$ cat src/hw/rtl/frl_pkg.sv
// ----------------------------------------------------------------------------
// frl_pkg
// Shared widths, constants and types of the frame RMS level meter.
// ----------------------------------------------------------------------------
`default_nettype none

package frl_pkg;

    localparam int SAMPLE_W = 16;
    localparam int LEVEL_W  = 16;
    localparam int FLEN_W   = 10;
    localparam int THRESH_W = 16;

    // serial multiplier digit
    localparam int DIGIT_W = 4;

    // log2 mantissa and fraction widths
    localparam int MANT_W = 32;
    localparam int FRAC_W = 16;

    // 10*log10(2) in Q.24, rescaled so that a Q.16 log2 maps to Q8.8 dB after >> 32
    localparam int                K_W             = 26;
    localparam logic [K_W-1:0]    TEN_LOG10_2_Q24 = 26'd50504453;
    localparam int                ROUND_SHIFT     = 32;

    localparam logic [LEVEL_W-1:0]        FLOOR_MAG    = 16'd30720;
    localparam logic signed [LEVEL_W-1:0] LEVEL_FLOOR  = -16'sd30720;
    localparam logic signed [LEVEL_W-1:0] LEVEL_CEIL   = 16'sd0;
    localparam logic signed [THRESH_W-1:0] THRESH_RESET = -16'sd17920;

    typedef struct packed {
        logic start;
        logic clear;
    } acc_ctrl_t;

endpackage

`default_nettype wire

$ cat src/hw/rtl/frl_channels.sv
// ----------------------------------------------------------------------------
// frl_channels
// Valid/ready channels of the level meter: samples, levels, configuration.
// ----------------------------------------------------------------------------
`default_nettype none

interface frl_sample_if;
    logic               valid;
    logic               ready;
    logic signed [15:0] sample;
    logic               end_of_frame;

    modport source (output valid, output sample, output end_of_frame, input ready);
    modport sink   (input valid, input sample, input end_of_frame, output ready);
endinterface

interface frl_level_if;
    logic               valid;
    logic               ready;
    logic signed [15:0] level_db;
    logic               below_silence;
    logic [9:0]         frame_length;

    modport source (output valid, output level_db, output below_silence,
                    output frame_length, input ready);
    modport sink   (input valid, input level_db, input below_silence,
                    input frame_length, output ready);
endinterface

interface frl_cfg_if;
    logic               valid;
    logic               ready;
    logic signed [15:0] data;

    modport source (output valid, output data, input ready);
    modport sink   (input valid, input data, output ready);
endinterface

`default_nettype wire

$ cat src/hw/rtl/frl_smul.sv
// ----------------------------------------------------------------------------
// frl_smul
// Digit-serial unsigned multiplier: one DIGIT_W digit of b per cycle, MSB first.
// ----------------------------------------------------------------------------
`default_nettype none

module frl_smul
    import frl_pkg::*;
#(
    parameter int AW = 32,
    parameter int BW = 32
)
(
    input  logic             clk,
    input  logic             rst_n,
    input  logic             start,
    input  logic [AW-1:0]    a,
    input  logic [BW-1:0]    b,
    output logic             done,
    output logic [AW+BW-1:0] p
);

    localparam int NDIG = (BW + DIGIT_W - 1) / DIGIT_W;
    localparam int BPW  = NDIG * DIGIT_W;
    localparam int PW   = AW + BPW;
    localparam int CW   = $clog2(NDIG + 1);
    localparam logic [CW-1:0] LAST = CW'(NDIG - 1);

    logic                  busy_reg, busy_next;
    logic                  done_reg, done_next;
    logic [CW-1:0]         cnt_reg, cnt_next;
    logic [AW-1:0]         a_reg, a_next;
    logic [BPW-1:0]        b_reg, b_next;
    logic [PW-1:0]         p_reg, p_next;
    logic [AW+DIGIT_W-1:0] part;

    assign part = {{DIGIT_W{1'b0}}, a_reg} * {{AW{1'b0}}, b_reg[BPW-1 -: DIGIT_W]};

    always_comb
    begin
        busy_next = busy_reg;
        done_next = 1'b0;
        cnt_next  = cnt_reg;
        a_next    = a_reg;
        b_next    = b_reg;
        p_next    = p_reg;
        if (start)
        begin
            busy_next = 1'b1;
            cnt_next  = '0;
            a_next    = a;
            b_next    = BPW'(b);
            p_next    = '0;
        end
        else if (busy_reg)
        begin
            // shift in the next partial product
            p_next   = (p_reg << DIGIT_W) + PW'(part);
            b_next   = b_reg << DIGIT_W;
            cnt_next = cnt_reg + 1'b1;
            if (cnt_reg == LAST)
            begin
                busy_next = 1'b0;
                done_next = 1'b1;
            end
        end
    end

    always_ff @(posedge clk or negedge rst_n)
    begin
        if (!rst_n)
        begin
            busy_reg <= 1'b0;
            done_reg <= 1'b0;
            cnt_reg  <= '0;
        end
        else
        begin
            busy_reg <= busy_next;
            done_reg <= done_next;
            cnt_reg  <= cnt_next;
        end
    end

    always_ff @(posedge clk)
    begin
        a_reg <= a_next;
        b_reg <= b_next;
        p_reg <= p_next;
    end

    assign done = done_reg;
    assign p    = p_reg[AW+BW-1:0];

endmodule

`default_nettype wire

$ cat src/hw/rtl/frl_sqacc.sv
// ----------------------------------------------------------------------------
// frl_sqacc
// Squares one sample serially and adds it to the frame sum and sample count.
// ----------------------------------------------------------------------------
`default_nettype none

module frl_sqacc
    import frl_pkg::*;
#(
    parameter int SAMPLE_BITS = 16,
    parameter int SUM_W       = 40,
    parameter int CNT_W       = 10
)
(
    input  logic                clk,
    input  logic                rst_n,
    input  acc_ctrl_t           ctrl,
    input  logic [SAMPLE_W-1:0] sample,
    output logic                done,
    output logic [SUM_W-1:0]    sum,
    output logic [CNT_W-1:0]    count
);

    logic [SAMPLE_BITS-1:0]   word;
    logic [SAMPLE_BITS-1:0]   mag;
    logic                     sq_done;
    logic [2*SAMPLE_BITS-1:0] sq;

    logic             done_reg, done_next;
    logic [SUM_W-1:0] sum_reg, sum_next;
    logic [CNT_W-1:0] count_reg, count_next;

    generate
        if (SAMPLE_BITS <= SAMPLE_W)
        begin : g_narrow
            assign word = sample[SAMPLE_BITS-1:0];
        end
        else
        begin : g_wide
            assign word = SAMPLE_BITS'(sample);
        end
    endgenerate

    // the most negative code maps to 2^(SAMPLE_BITS-1), which still fits unsigned
    assign mag = word[SAMPLE_BITS-1] ? (~word + 1'b1) : word;

    frl_smul #(
        .AW (SAMPLE_BITS),
        .BW (SAMPLE_BITS)
    ) u_sq (
        .clk   (clk),
        .rst_n (rst_n),
        .start (ctrl.start),
        .a     (mag),
        .b     (mag),
        .done  (sq_done),
        .p     (sq)
    );

    always_comb
    begin
        sum_next   = sum_reg;
        count_next = count_reg;
        done_next  = 1'b0;
        if (ctrl.clear)
        begin
            sum_next   = '0;
            count_next = '0;
        end
        else if (sq_done)
        begin
            sum_next   = sum_reg + SUM_W'(sq);
            count_next = count_reg + 1'b1;
            done_next  = 1'b1;
        end
    end

    always_ff @(posedge clk or negedge rst_n)
    begin
        if (!rst_n)
        begin
            done_reg  <= 1'b0;
            sum_reg   <= '0;
            count_reg <= '0;
        end
        else
        begin
            done_reg  <= done_next;
            sum_reg   <= sum_next;
            count_reg <= count_next;
        end
    end

    assign done  = done_reg;
    assign sum   = sum_reg;
    assign count = count_reg;

endmodule

`default_nettype wire

$ cat src/hw/rtl/frl_log2.sv
// ----------------------------------------------------------------------------
// frl_log2
// Q.16 log2 of a positive integer: serial normalize, then 16 squaring steps.
// ----------------------------------------------------------------------------
`default_nettype none

module frl_log2
    import frl_pkg::*;
#(
    parameter int XW = 40
)
(
    input  logic                                            clk,
    input  logic                                            rst_n,
    input  logic                                            start,
    input  logic [XW-1:0]                                   x,
    output logic                                            done,
    output logic [$clog2((XW > MANT_W) ? XW : MANT_W)+FRAC_W-1:0] result
);

    localparam int NW    = (XW > MANT_W) ? XW : MANT_W;
    localparam int PB_W  = $clog2(NW);
    localparam int IT_W  = $clog2(FRAC_W);
    localparam logic [IT_W-1:0] IT_LAST = IT_W'(FRAC_W - 1);

    localparam logic [1:0] LG_IDLE = 2'd0;
    localparam logic [1:0] LG_NORM = 2'd1;
    localparam logic [1:0] LG_SQ   = 2'd2;
    localparam logic [1:0] LG_WAIT = 2'd3;

    logic [1:0]        state_reg, state_next;
    logic              done_reg, done_next;
    logic [NW-1:0]     norm_reg, norm_next;
    logic [PB_W-1:0]   p_reg, p_next;
    logic [MANT_W-1:0] m_reg, m_next;
    logic [FRAC_W-1:0] frac_reg, frac_next;
    logic [IT_W-1:0]   it_reg, it_next;

    logic                mul_start, mul_done;
    logic [2*MANT_W-1:0] prod;
    logic [MANT_W:0]     q;

    frl_smul #(
        .AW (MANT_W),
        .BW (MANT_W)
    ) u_sq (
        .clk   (clk),
        .rst_n (rst_n),
        .start (mul_start),
        .a     (m_reg),
        .b     (m_reg),
        .done  (mul_done),
        .p     (prod)
    );

    // (m*m) >> 31
    assign q = prod[2*MANT_W-1:MANT_W-1];

    always_comb
    begin
        state_next = state_reg;
        done_next  = 1'b0;
        norm_next  = norm_reg;
        p_next     = p_reg;
        m_next     = m_reg;
        frac_next  = frac_reg;
        it_next    = it_reg;
        mul_start  = 1'b0;
        unique case (state_reg)
            LG_IDLE:
            begin
                if (start)
                begin
                    norm_next  = NW'(x);
                    p_next     = PB_W'(NW - 1);
                    state_next = LG_NORM;
                end
            end
            LG_NORM:
            begin
                // walk the leading one up to the top, one bit a cycle
                if (norm_reg[NW-1] || (p_reg == '0))
                begin
                    m_next     = norm_reg[NW-1 -: MANT_W];
                    frac_next  = '0;
                    it_next    = '0;
                    state_next = LG_SQ;
                end
                else
                begin
                    norm_next = norm_reg << 1;
                    p_next    = p_reg - 1'b1;
                end
            end
            LG_SQ:
            begin
                mul_start  = 1'b1;
                state_next = LG_WAIT;
            end
            LG_WAIT:
            begin
                if (mul_done)
                begin
                    // a square at or above 2 yields a one and halves the mantissa
                    if (q[MANT_W])
                    begin
                        m_next = q[MANT_W:1];
                    end
                    else
                    begin
                        m_next = q[MANT_W-1:0];
                    end
                    frac_next = {frac_reg[FRAC_W-2:0], q[MANT_W]};
                    if (it_reg == IT_LAST)
                    begin
                        done_next  = 1'b1;
                        state_next = LG_IDLE;
                    end
                    else
                    begin
                        it_next    = it_reg + 1'b1;
                        state_next = LG_SQ;
                    end
                end
            end
            default:
            begin
                state_next = LG_IDLE;
            end
        endcase
    end

    always_ff @(posedge clk or negedge rst_n)
    begin
        if (!rst_n)
        begin
            state_reg <= LG_IDLE;
            done_reg  <= 1'b0;
            it_reg    <= '0;
        end
        else
        begin
            state_reg <= state_next;
            done_reg  <= done_next;
            it_reg    <= it_next;
        end
    end

    always_ff @(posedge clk)
    begin
        norm_reg <= norm_next;
        p_reg    <= p_next;
        m_reg    <= m_next;
        frac_reg <= frac_next;
    end

    assign done   = done_reg;
    assign result = {p_reg, frac_reg};

endmodule

`default_nettype wire

$ cat src/hw/rtl/frl_level.sv
// ----------------------------------------------------------------------------
// frl_level
// Frame level in Q8.8 dB: log2(sum) - log2(n) - offset, scaled to dB, clamped.
// ----------------------------------------------------------------------------
`default_nettype none

module frl_level
    import frl_pkg::*;
#(
    parameter int SAMPLE_BITS = 16,
    parameter int SUM_W       = 40,
    parameter int CNT_W       = 10
)
(
    input  logic               clk,
    input  logic               rst_n,
    input  logic               start,
    input  logic [SUM_W-1:0]   sum,
    input  logic [CNT_W-1:0]   count,
    output logic               done,
    output logic [LEVEL_W-1:0] level
);

    localparam int NW     = (SUM_W > MANT_W) ? SUM_W : MANT_W;
    localparam int RES_W  = $clog2(NW) + FRAC_W;
    localparam int OFS_W  = $clog2(2 * SAMPLE_BITS - 1) + FRAC_W;
    localparam int D_W    = ((RES_W > OFS_W) ? RES_W : OFS_W) + 2;
    localparam int MAG_W  = D_W - 1;
    localparam int PRD_W  = K_W + MAG_W;
    localparam int R_W    = PRD_W + 1 - ROUND_SHIFT;
    localparam int OFS_Q16 = (2 * SAMPLE_BITS - 2) * (2 ** FRAC_W);
    localparam logic [PRD_W:0] HALF =
        {{(PRD_W - ROUND_SHIFT + 1){1'b0}}, 1'b1, {(ROUND_SHIFT - 1){1'b0}}};

    localparam logic [1:0] LV_IDLE = 2'd0;
    localparam logic [1:0] LV_LOGN = 2'd1;
    localparam logic [1:0] LV_LOGS = 2'd2;
    localparam logic [1:0] LV_MUL  = 2'd3;

    logic [1:0]         state_reg, state_next;
    logic               done_reg, done_next;
    logic [SUM_W-1:0]   sum_hold_reg, sum_hold_next;
    logic [RES_W-1:0]   ln_reg, ln_next;
    logic [LEVEL_W-1:0] level_reg, level_next;

    logic [SUM_W-1:0] log_x;
    logic             log_start, log_done;
    logic [RES_W-1:0] log_res;
    logic [D_W-1:0]   d_val;
    logic [MAG_W-1:0] d_mag;
    logic             mul_start, mul_done;
    logic [PRD_W-1:0] prod;
    logic [PRD_W:0]   rnd;
    logic [R_W-1:0]   r_val;

    // the first log takes n straight from the port, the second the held sum
    assign log_x = (state_reg == LV_IDLE) ? SUM_W'(count) : sum_hold_reg;

    frl_log2 #(
        .XW (SUM_W)
    ) u_log2 (
        .clk    (clk),
        .rst_n  (rst_n),
        .start  (log_start),
        .x      (log_x),
        .done   (log_done),
        .result (log_res)
    );

    assign d_val = D_W'(log_res) - D_W'(ln_reg) - D_W'(OFS_Q16);
    assign d_mag = MAG_W'(~d_val + 1'b1);

    frl_smul #(
        .AW (K_W),
        .BW (MAG_W)
    ) u_scale (
        .clk   (clk),
        .rst_n (rst_n),
        .start (mul_start),
        .a     (TEN_LOG10_2_Q24),
        .b     (d_mag),
        .done  (mul_done),
        .p     (prod)
    );

    assign rnd   = {1'b0, prod} + HALF;
    assign r_val = rnd[PRD_W:ROUND_SHIFT];

    always_comb
    begin
        state_next    = state_reg;
        done_next     = 1'b0;
        sum_hold_next = sum_hold_reg;
        ln_next       = ln_reg;
        level_next    = level_reg;
        log_start     = 1'b0;
        mul_start     = 1'b0;
        unique case (state_reg)
            LV_IDLE:
            begin
                if (start)
                begin
                    sum_hold_next = sum;
                    if (sum == '0)
                    begin
                        level_next = LEVEL_FLOOR;
                        done_next  = 1'b1;
                    end
                    else
                    begin
                        log_start  = 1'b1;
                        state_next = LV_LOGN;
                    end
                end
            end
            LV_LOGN:
            begin
                if (log_done)
                begin
                    ln_next    = log_res;
                    log_start  = 1'b1;
                    state_next = LV_LOGS;
                end
            end
            LV_LOGS:
            begin
                if (log_done)
                begin
                    // a non-negative difference rounds to zero dB or above: clamp to 0
                    if (!d_val[D_W-1])
                    begin
                        level_next = LEVEL_CEIL;
                        done_next  = 1'b1;
                        state_next = LV_IDLE;
                    end
                    else
                    begin
                        mul_start  = 1'b1;
                        state_next = LV_MUL;
                    end
                end
            end
            LV_MUL:
            begin
                if (mul_done)
                begin
                    if (r_val > R_W'(FLOOR_MAG))
                    begin
                        level_next = LEVEL_FLOOR;
                    end
                    else
                    begin
                        level_next = ~LEVEL_W'(r_val) + 1'b1;
                    end
                    done_next  = 1'b1;
                    state_next = LV_IDLE;
                end
            end
            default:
            begin
                state_next = LV_IDLE;
            end
        endcase
    end

    always_ff @(posedge clk or negedge rst_n)
    begin
        if (!rst_n)
        begin
            state_reg <= LV_IDLE;
            done_reg  <= 1'b0;
        end
        else
        begin
            state_reg <= state_next;
            done_reg  <= done_next;
        end
    end

    always_ff @(posedge clk)
    begin
        sum_hold_reg <= sum_hold_next;
        ln_reg       <= ln_next;
        level_reg    <= level_next;
    end

    assign done  = done_reg;
    assign level = level_reg;

endmodule

`default_nettype wire

$ cat src/hw/rtl/frame_rms_level_meter_top.sv
// ----------------------------------------------------------------------------
// Frame RMS level meter
// Sums sample squares per frame and reports the frame level in Q8.8 dBFS.
//
//   channel   dir   word                                    accepted when
//   samples   in    sample, end_of_frame                    valid && ready
//   levels    out   level_db, below_silence, frame_length   valid && ready
//   cfg       in    data -> silence threshold               valid && ready
//
// A sample is squared by the 4-bit digit-serial squarer. A closing sample adds two
// log2 passes on the shared unit and a digit-serial multiply for the dB scaling.
// A finished level waits in the output register; samples are accepted meanwhile.
// Reset clears the frame sum and count and loads the threshold with -70 dB.
// ----------------------------------------------------------------------------
`default_nettype none

module frame_rms_level_meter_top
    import frl_pkg::*;
#(
    parameter int FRAME_LEN   = 512,
    parameter int SAMPLE_BITS = 16
)
(
    input  logic        clk,
    input  logic        rst_n,
    frl_sample_if.sink  samples,
    frl_level_if.source levels,
    frl_cfg_if.sink     cfg
);

    localparam int SUM_W = 2 * SAMPLE_BITS - 1 + $clog2(FRAME_LEN);
    localparam int CNT_W = $clog2(FRAME_LEN + 1);
    localparam logic [CNT_W-1:0] FULL_COUNT = CNT_W'(FRAME_LEN);

    localparam logic [1:0] ST_IDLE = 2'd0;
    localparam logic [1:0] ST_SQ   = 2'd1;
    localparam logic [1:0] ST_LVL  = 2'd2;
    localparam logic [1:0] ST_OUT  = 2'd3;

    logic [1:0]                  state_reg, state_next;
    logic                        eof_reg, eof_next;
    logic [CNT_W-1:0]            n_reg, n_next;
    logic signed [THRESH_W-1:0]  thr_reg;
    logic                        out_valid_reg, out_valid_next;
    logic [LEVEL_W-1:0]          out_level_reg, out_level_next;
    logic                        out_below_reg, out_below_next;
    logic [FLEN_W-1:0]           out_len_reg, out_len_next;

    acc_ctrl_t          acc_ctrl;
    logic               acc_done;
    logic [SUM_W-1:0]   acc_sum;
    logic [CNT_W-1:0]   acc_count;
    logic               lvl_start, lvl_done;
    logic [LEVEL_W-1:0] lvl_level;
    logic               accept;

    frl_sqacc #(
        .SAMPLE_BITS (SAMPLE_BITS),
        .SUM_W       (SUM_W),
        .CNT_W       (CNT_W)
    ) u_sqacc (
        .clk    (clk),
        .rst_n  (rst_n),
        .ctrl   (acc_ctrl),
        .sample (samples.sample),
        .done   (acc_done),
        .sum    (acc_sum),
        .count  (acc_count)
    );

    frl_level #(
        .SAMPLE_BITS (SAMPLE_BITS),
        .SUM_W       (SUM_W),
        .CNT_W       (CNT_W)
    ) u_level (
        .clk   (clk),
        .rst_n (rst_n),
        .start (lvl_start),
        .sum   (acc_sum),
        .count (acc_count),
        .done  (lvl_done),
        .level (lvl_level)
    );

    assign samples.ready = (state_reg == ST_IDLE);
    assign accept        = samples.valid && samples.ready;
    assign cfg.ready     = 1'b1;

    always_comb
    begin
        state_next     = state_reg;
        eof_next       = eof_reg;
        n_next         = n_reg;
        acc_ctrl.start = accept;
        acc_ctrl.clear = 1'b0;
        lvl_start      = 1'b0;
        out_valid_next = out_valid_reg && !levels.ready;
        out_level_next = out_level_reg;
        out_below_next = out_below_reg;
        out_len_next   = out_len_reg;
        unique case (state_reg)
            ST_IDLE:
            begin
                if (accept)
                begin
                    eof_next   = samples.end_of_frame;
                    state_next = ST_SQ;
                end
            end
            ST_SQ:
            begin
                if (acc_done)
                begin
                    if (eof_reg || (acc_count == FULL_COUNT))
                    begin
                        // hand sum and count over, then drop them for the next frame
                        lvl_start      = 1'b1;
                        acc_ctrl.clear = 1'b1;
                        n_next         = acc_count;
                        state_next     = ST_LVL;
                    end
                    else
                    begin
                        state_next = ST_IDLE;
                    end
                end
            end
            ST_LVL:
            begin
                if (lvl_done)
                begin
                    state_next = ST_OUT;
                end
            end
            ST_OUT:
            begin
                // hold until the output register is free
                if (!out_valid_reg || levels.ready)
                begin
                    out_valid_next = 1'b1;
                    out_level_next = lvl_level;
                    out_below_next = $signed(lvl_level) < thr_reg;
                    out_len_next   = FLEN_W'(n_reg);
                    state_next     = ST_IDLE;
                end
            end
            default:
            begin
                state_next = ST_IDLE;
            end
        endcase
    end

    always_ff @(posedge clk or negedge rst_n)
    begin
        if (!rst_n)
        begin
            state_reg     <= ST_IDLE;
            eof_reg       <= 1'b0;
            out_valid_reg <= 1'b0;
            thr_reg       <= THRESH_RESET;
        end
        else
        begin
            state_reg     <= state_next;
            eof_reg       <= eof_next;
            out_valid_reg <= out_valid_next;
            if (cfg.valid && cfg.ready)
            begin
                thr_reg <= cfg.data;
            end
        end
    end

    always_ff @(posedge clk)
    begin
        n_reg         <= n_next;
        out_level_reg <= out_level_next;
        out_below_reg <= out_below_next;
        out_len_reg   <= out_len_next;
    end

    assign levels.valid         = out_valid_reg;
    assign levels.level_db      = out_level_reg;
    assign levels.below_silence = out_below_reg;
    assign levels.frame_length  = out_len_reg;

endmodule

`default_nettype wire

$ cat src/flat_wrapper.sv
// flat-port wrapper written by rule: the top's interface ports become plain ports
module frame_rms_level_meter_top_flat import frl_pkg::*;
#(
    parameter int FRAME_LEN   = 512,
    parameter int SAMPLE_BITS = 16
)
  (clk, rst_n, samples_valid, samples_sample, samples_end_of_frame, samples_ready, levels_valid, levels_level_db, levels_below_silence, levels_frame_length, levels_ready, cfg_valid, cfg_data, cfg_ready);
  frl_sample_if samples_i ();
  frl_level_if levels_i ();
  frl_cfg_if cfg_i ();
  input  logic clk;
  input  logic rst_n;
  input wire logic [$bits(samples_i.valid)-1:0] samples_valid;
  input wire logic [$bits(samples_i.sample)-1:0] samples_sample;
  input wire logic [$bits(samples_i.end_of_frame)-1:0] samples_end_of_frame;
  output wire logic [$bits(samples_i.ready)-1:0] samples_ready;
  output wire logic [$bits(levels_i.valid)-1:0] levels_valid;
  output wire logic [$bits(levels_i.level_db)-1:0] levels_level_db;
  output wire logic [$bits(levels_i.below_silence)-1:0] levels_below_silence;
  output wire logic [$bits(levels_i.frame_length)-1:0] levels_frame_length;
  input wire logic [$bits(levels_i.ready)-1:0] levels_ready;
  input wire logic [$bits(cfg_i.valid)-1:0] cfg_valid;
  input wire logic [$bits(cfg_i.data)-1:0] cfg_data;
  output wire logic [$bits(cfg_i.ready)-1:0] cfg_ready;
  assign samples_i.valid = samples_valid;
  assign samples_i.sample = samples_sample;
  assign samples_i.end_of_frame = samples_end_of_frame;
  assign samples_ready = samples_i.ready;
  assign levels_valid = levels_i.valid;
  assign levels_level_db = levels_i.level_db;
  assign levels_below_silence = levels_i.below_silence;
  assign levels_frame_length = levels_i.frame_length;
  assign levels_i.ready = levels_ready;
  assign cfg_i.valid = cfg_valid;
  assign cfg_i.data = cfg_data;
  assign cfg_ready = cfg_i.ready;
  frame_rms_level_meter_top #(.FRAME_LEN(FRAME_LEN), .SAMPLE_BITS(SAMPLE_BITS)) u_core (.clk(clk), .rst_n(rst_n), .samples(samples_i), .levels(levels_i), .cfg(cfg_i));
endmodule
$ cat config.mk
export PLATFORM = sky130hd
export DESIGN_NAME = frame_rms_level_meter_top_flat
export DESIGN_NICKNAME = d
export VERILOG_FILES = /design/src/hw/rtl/frl_pkg.sv /design/src/hw/rtl/frl_channels.sv /design/src/hw/rtl/frl_smul.sv /design/src/hw/rtl/frl_sqacc.sv /design/src/hw/rtl/frl_log2.sv /design/src/hw/rtl/frl_level.sv /design/src/hw/rtl/frame_rms_level_meter_top.sv /design/src/flat_wrapper.sv
export SDC_FILE = /design/constraint.sdc
export NUM_CORES = 2
export LEC_CHECK = 0
export BUFFER_PORTS_ARGS = -buffer_cell sky130_fd_sc_hd__buf_2
export CORE_ASPECT_RATIO = 2
export CORE_UTILIZATION = 35
export DETAILED_ROUTE_END_ITERATION = 10
export PLACE_DENSITY = 0.55
export SLEW_MARGIN = 5
export SYNTH_ARGS = -nofsm -noshare
export SYNTH_HDL_FRONTEND = slang
export SYNTH_HIERARCHICAL = 1
export SYNTH_SLANG_ARGS = --single-unit
$ cat constraint.sdc
create_clock -name clk -period 10.61 [get_ports clk]
set_input_delay 1.061 -clock clk [delete_from_list [all_inputs] [get_ports clk]]
set_output_delay 1.061 -clock clk [all_outputs]
set_load 0.03 [all_outputs]
==> results by group <==
Status
  – Result of the run: complete, no violations

Synthesis
  – Part of the Yosys area used for sequential elements: about two fifths
  – Average instance area after synthesis: ~9.9 um^2
  – Synthesized area: about 0.041 mm^2
  – Biggest area contributors in the synthesized netlist: edfxtp_1 26%, fa_1 10%, dfxtp_1 7.1%
  – Number of storage elements in the synthesis netlist: slightly below 600
  – Post-synth top area cell: edfxtp_1
  – Top cell type's share of synthesized area: around a quarter
  – EDFF count, synth: ~350
  – Warnings, synthesis: 6
  – Most used flip-flop cell after synthesis: edfxtp_1
  – Share of synthesized registers carrying an async set or reset: between 10% and 20%
  – Number of library cell types mapped by synthesis: around 120
  – Mapped Cells: around 4200

Routing
  – Average routed wire per standard cell: 18.20 um
  – First drt pass iteration count: 5
  – M1 wire length: between 30000 and 40000 um
  – Routed met3 length: approximately 2400 um
  – Number of vias after detailed routing: 29650
  – Number of antenna-violating nets in the routed design: 0
  – Max layer used: met4
  – Residual DRC: 0
  – Drt initial violations: roughly 1500
  – WL met2: 61520 um
  – Via-to-Cell Ratio: 5.160
  – Total detailed-routing wirelength: approximately 100000 um

Worst hold path
  – Path class of the lowest-slack min-delay path: in -> async

Worst setup path
  – Most repeated library cell on the critical path: fa_1
  – Buffering stage count on the worst path with inverters included: 2
  – Slowest cell delay on critical path: approximately 980 ps
  – Flop-to-flop setup slack: 4500 ps
  – Gate family responsible for the most delay along the worst path: adder cells
  – Type of the setup path with the least slack: reg -> reg
  – Arrival time at the worst endpoint: between 6000 and 7000 ps
  – Critical path endpoint category: flip-flop
  – CP Data Required Time: approximately 11000 ps
  – Crit path launch type: flip-flop
  – Maximum fanout along the worst path: 32
  – Critical Path, Cell by Cell: and2_1 > fa_1 > fa_1 > inv_1 > fa_1 > inv_1 > ha_1 > nand2_1 > or3_1 > nor3_1 > o211ai_1 > a211oi_2 > o21ai_1 > a21oi_1 > nor3_1 > or3_1
  – Critical-path cell with the highest stage delay: edfxtp_1

Cells and area
  – Fraction of layout cells with a size suffix above 1: just over 8%
  – Post-synthesis to final-layout area growth: 9.150%
  – Layout net count: around 4600
  – Number of flip-flops under the largest register name: 64
  – Most used cells in the layout excluding fill and tap cells: 421 x inv_1, 410 x nand2_1, 354 x edfxtp_1, 296 x and2_1, 270 x nor2_1
  – Leading cell type in the layout, fill and taps excluded: inv_1

CTS
  – Total clock buffers created by CTS: 56
  – CTS tree: yes
  – Cts-stage hold buffer count: 0
  – CTS Root Buffer Type: clkbuf_16
  – Sinks on the clock net: just under 600
  – Number of buffers added for setup after CTS: 0
  – CTS HTree Levels: 2
  – Quantity of gates resized following cts: 0
  – Worst skew pair latency: between 600 and 700 ps
  – Buffers from clock root to sink, at most: 3
  – Clock transition time at the flip-flop clock pins of the worst setup and hold paths: 70 ps

Pwr
  – Total leakage power: 18.49 nW
  – Clk network pwr share: 14.8%
  – Switching power summed over all nets: 6.920 mW
  – Switching share of power: 46.76%
  – Power per unit of standard cell area: ~330 mW/mm^2
  – Power Total: around 15 mW
  – Worst ir drop on vdd: 0.0002146 V
  – Internal Dissipation: approximately 7.9 mW
  – Proportion of power drawn by combinational gates: approximately three fifths
  – Sequential group share of total power: between 20% and 30%

Timing
  – Final TNS setup: 0 ps
  – Slew at the pin closest to its max-slew limit: around 1100 ps
  – Final hold violation count: 0
  – Final setup skew: 21.25 ps
  – Final-report setup violation count: 0
  – Worst rel slew slack: 24.67%
  – Maximum achievable frequency: 0.1637 GHz
  – Final slew viol count: 0
  – Share of the clock period used by the worst path after layout: between 50% and 60%
  – Minimum period implied by the final worst setup slack: between 6000 and 7000 ps
  – Setup repair after global routing missed its margin: false

Die
  – Die X-Extent: about 240 um
  – Core area: about 0.12 mm^2
  – Initial standard-cell utilization of the core: 35.38%
  – Die Footprint: ~0.12 mm^2
  – Vertical die dimension: about 500 um
  – Number of placement rows: 177
  – I/O pin count: 68

Global route
  – GRT Overall Usage: 17.67%
  – Total congestion overflow after global routing: 0
  – First-pass GRT wire length: 167300 um
  – Antenna violations before repair: 1
  – Pin count of the biggest net entering global routing: 65
  – Number of global-route vias before repair: 30880

Placed design
  – Detail Placement HPWL: between 80000 and 90000 um
  – Final GP Congestion: between 0.8 and 0.9
  – Buffers added on ports: 66

Flow run
  – Reported max-cap violation count: 0
final timing paths:
check                      depth (start not counted)                                  from                                  end
max                                               16  u_core/u_level/u_log2/u_sq/b_reg[30]     u_core/u_level/u_log2/u_sq/p[36]
min                                                1                                 rst_n                u_core/u_sqacc/sum[0]
max reg2reg                                       16  u_core/u_level/u_log2/u_sq/b_reg[30]     u_core/u_level/u_log2/u_sq/p[36]
min reg2reg                                        0                       u_core/n_reg[8]        u_core/levels.frame_length[8]
max in group asynchronous                          2                                 rst_n  u_core/u_level/u_log2/u_sq/busy_reg
min in group clk                                   0                       u_core/n_reg[8]        u_core/levels.frame_length[8]
Yosys cell counts (52+ instances only):
cell type / instances
ha_1: 198
a21oi_1: 183
and3_1: 53
nor2b_1: 57
a21o_1: 52
nand3_1: 71
xnor2_1: 123
nor3_1: 52
dfrtp_1: 92
nand2_1: 411
edfxtp_1: 354
inv_1: 421
dfxtp_1: 146
fa_1: 209
nor2_1: 273
mux2i_1: 116
clkbuf_1: 116
nand4_1: 59
and2_1: 297
xor2_1: 62
mux2_2: 73
o21ai_0: 170
per-layer routing:
metal / GRT usage, % / vias to the layer above
met3: 1.579 / 202
met1: 16.80 / 14550
met2: 37.03 / 452
li1: - / 14450
met4: 7.563 / 0
met5: 0 / -
logic make-up (layout without fill, tap and decap cells):
| kind of cell | count (synthesis) | count (layout) | synth area share (%) |
|---|---|---|---|
| buf+inv | 600 | 619 | 5.744 |
| simple gates | 1460 | 1460 | 18.23 |
| xor+xnor | 185 | 185 | 3.932 |
| other cells | 3 | 28 | 0.02732 |
| fa+ha+maj | 407 | 407 | 16.16 |
| flops | 597 | 597 | 38.79 |
| mux | 191 | 191 | 4.885 |
| compound gates | 738 | 738 | 12.23 |
power by group through the flow:
stage / Clock (mW) / Combinational (mW) / Sequential, mW
6_report: 2.19 / 8.95 / 3.66
5_1_grt: 2.33 / 10.0 / 3.74
4_1_cts: 2.26 / 8.97 / 3.67
3_5_place_dp: 0 / 8.93 / 3.72
3_3_place_gp: 0 / 8.86 / 3.71
2_1_floorplan: 0 / 6.95 / 3.40
metrics by stage:
stage / area [um^2] / std cells / hold WS [ps] / setup WS [ps] / util [%]
floorplan: 41300 / 4205 / 400.3 / 5422 / -
global placement: 43020 / 5641 / 406.3 / 4491 / 36.93
detailed placement: 43020 / 5641 / 408.0 / 4421 / 36.93
CTS: 44980 / 5745 / 372.8 / 4405 / 38.61
global route: 44980 / 5746 / 411.9 / 4125 / 38.62
finish: 44980 / 5746 / 399.9 / 4500 / 38.62
final cells by class:
type | instances | area [um^2]
clock inverter | 31 | 390.4
timing repair buffer | 92 | 528.0
multi-input combinational | 3008 | 23010
antenna | 1 | 2.502
fill | 11700 | 71510
inverter | 423 | 1588
sequential | 597 | 15990
tap | 1521 | 1903
clock buffer | 73 | 1568
Power figures use the tool's default switching activity.
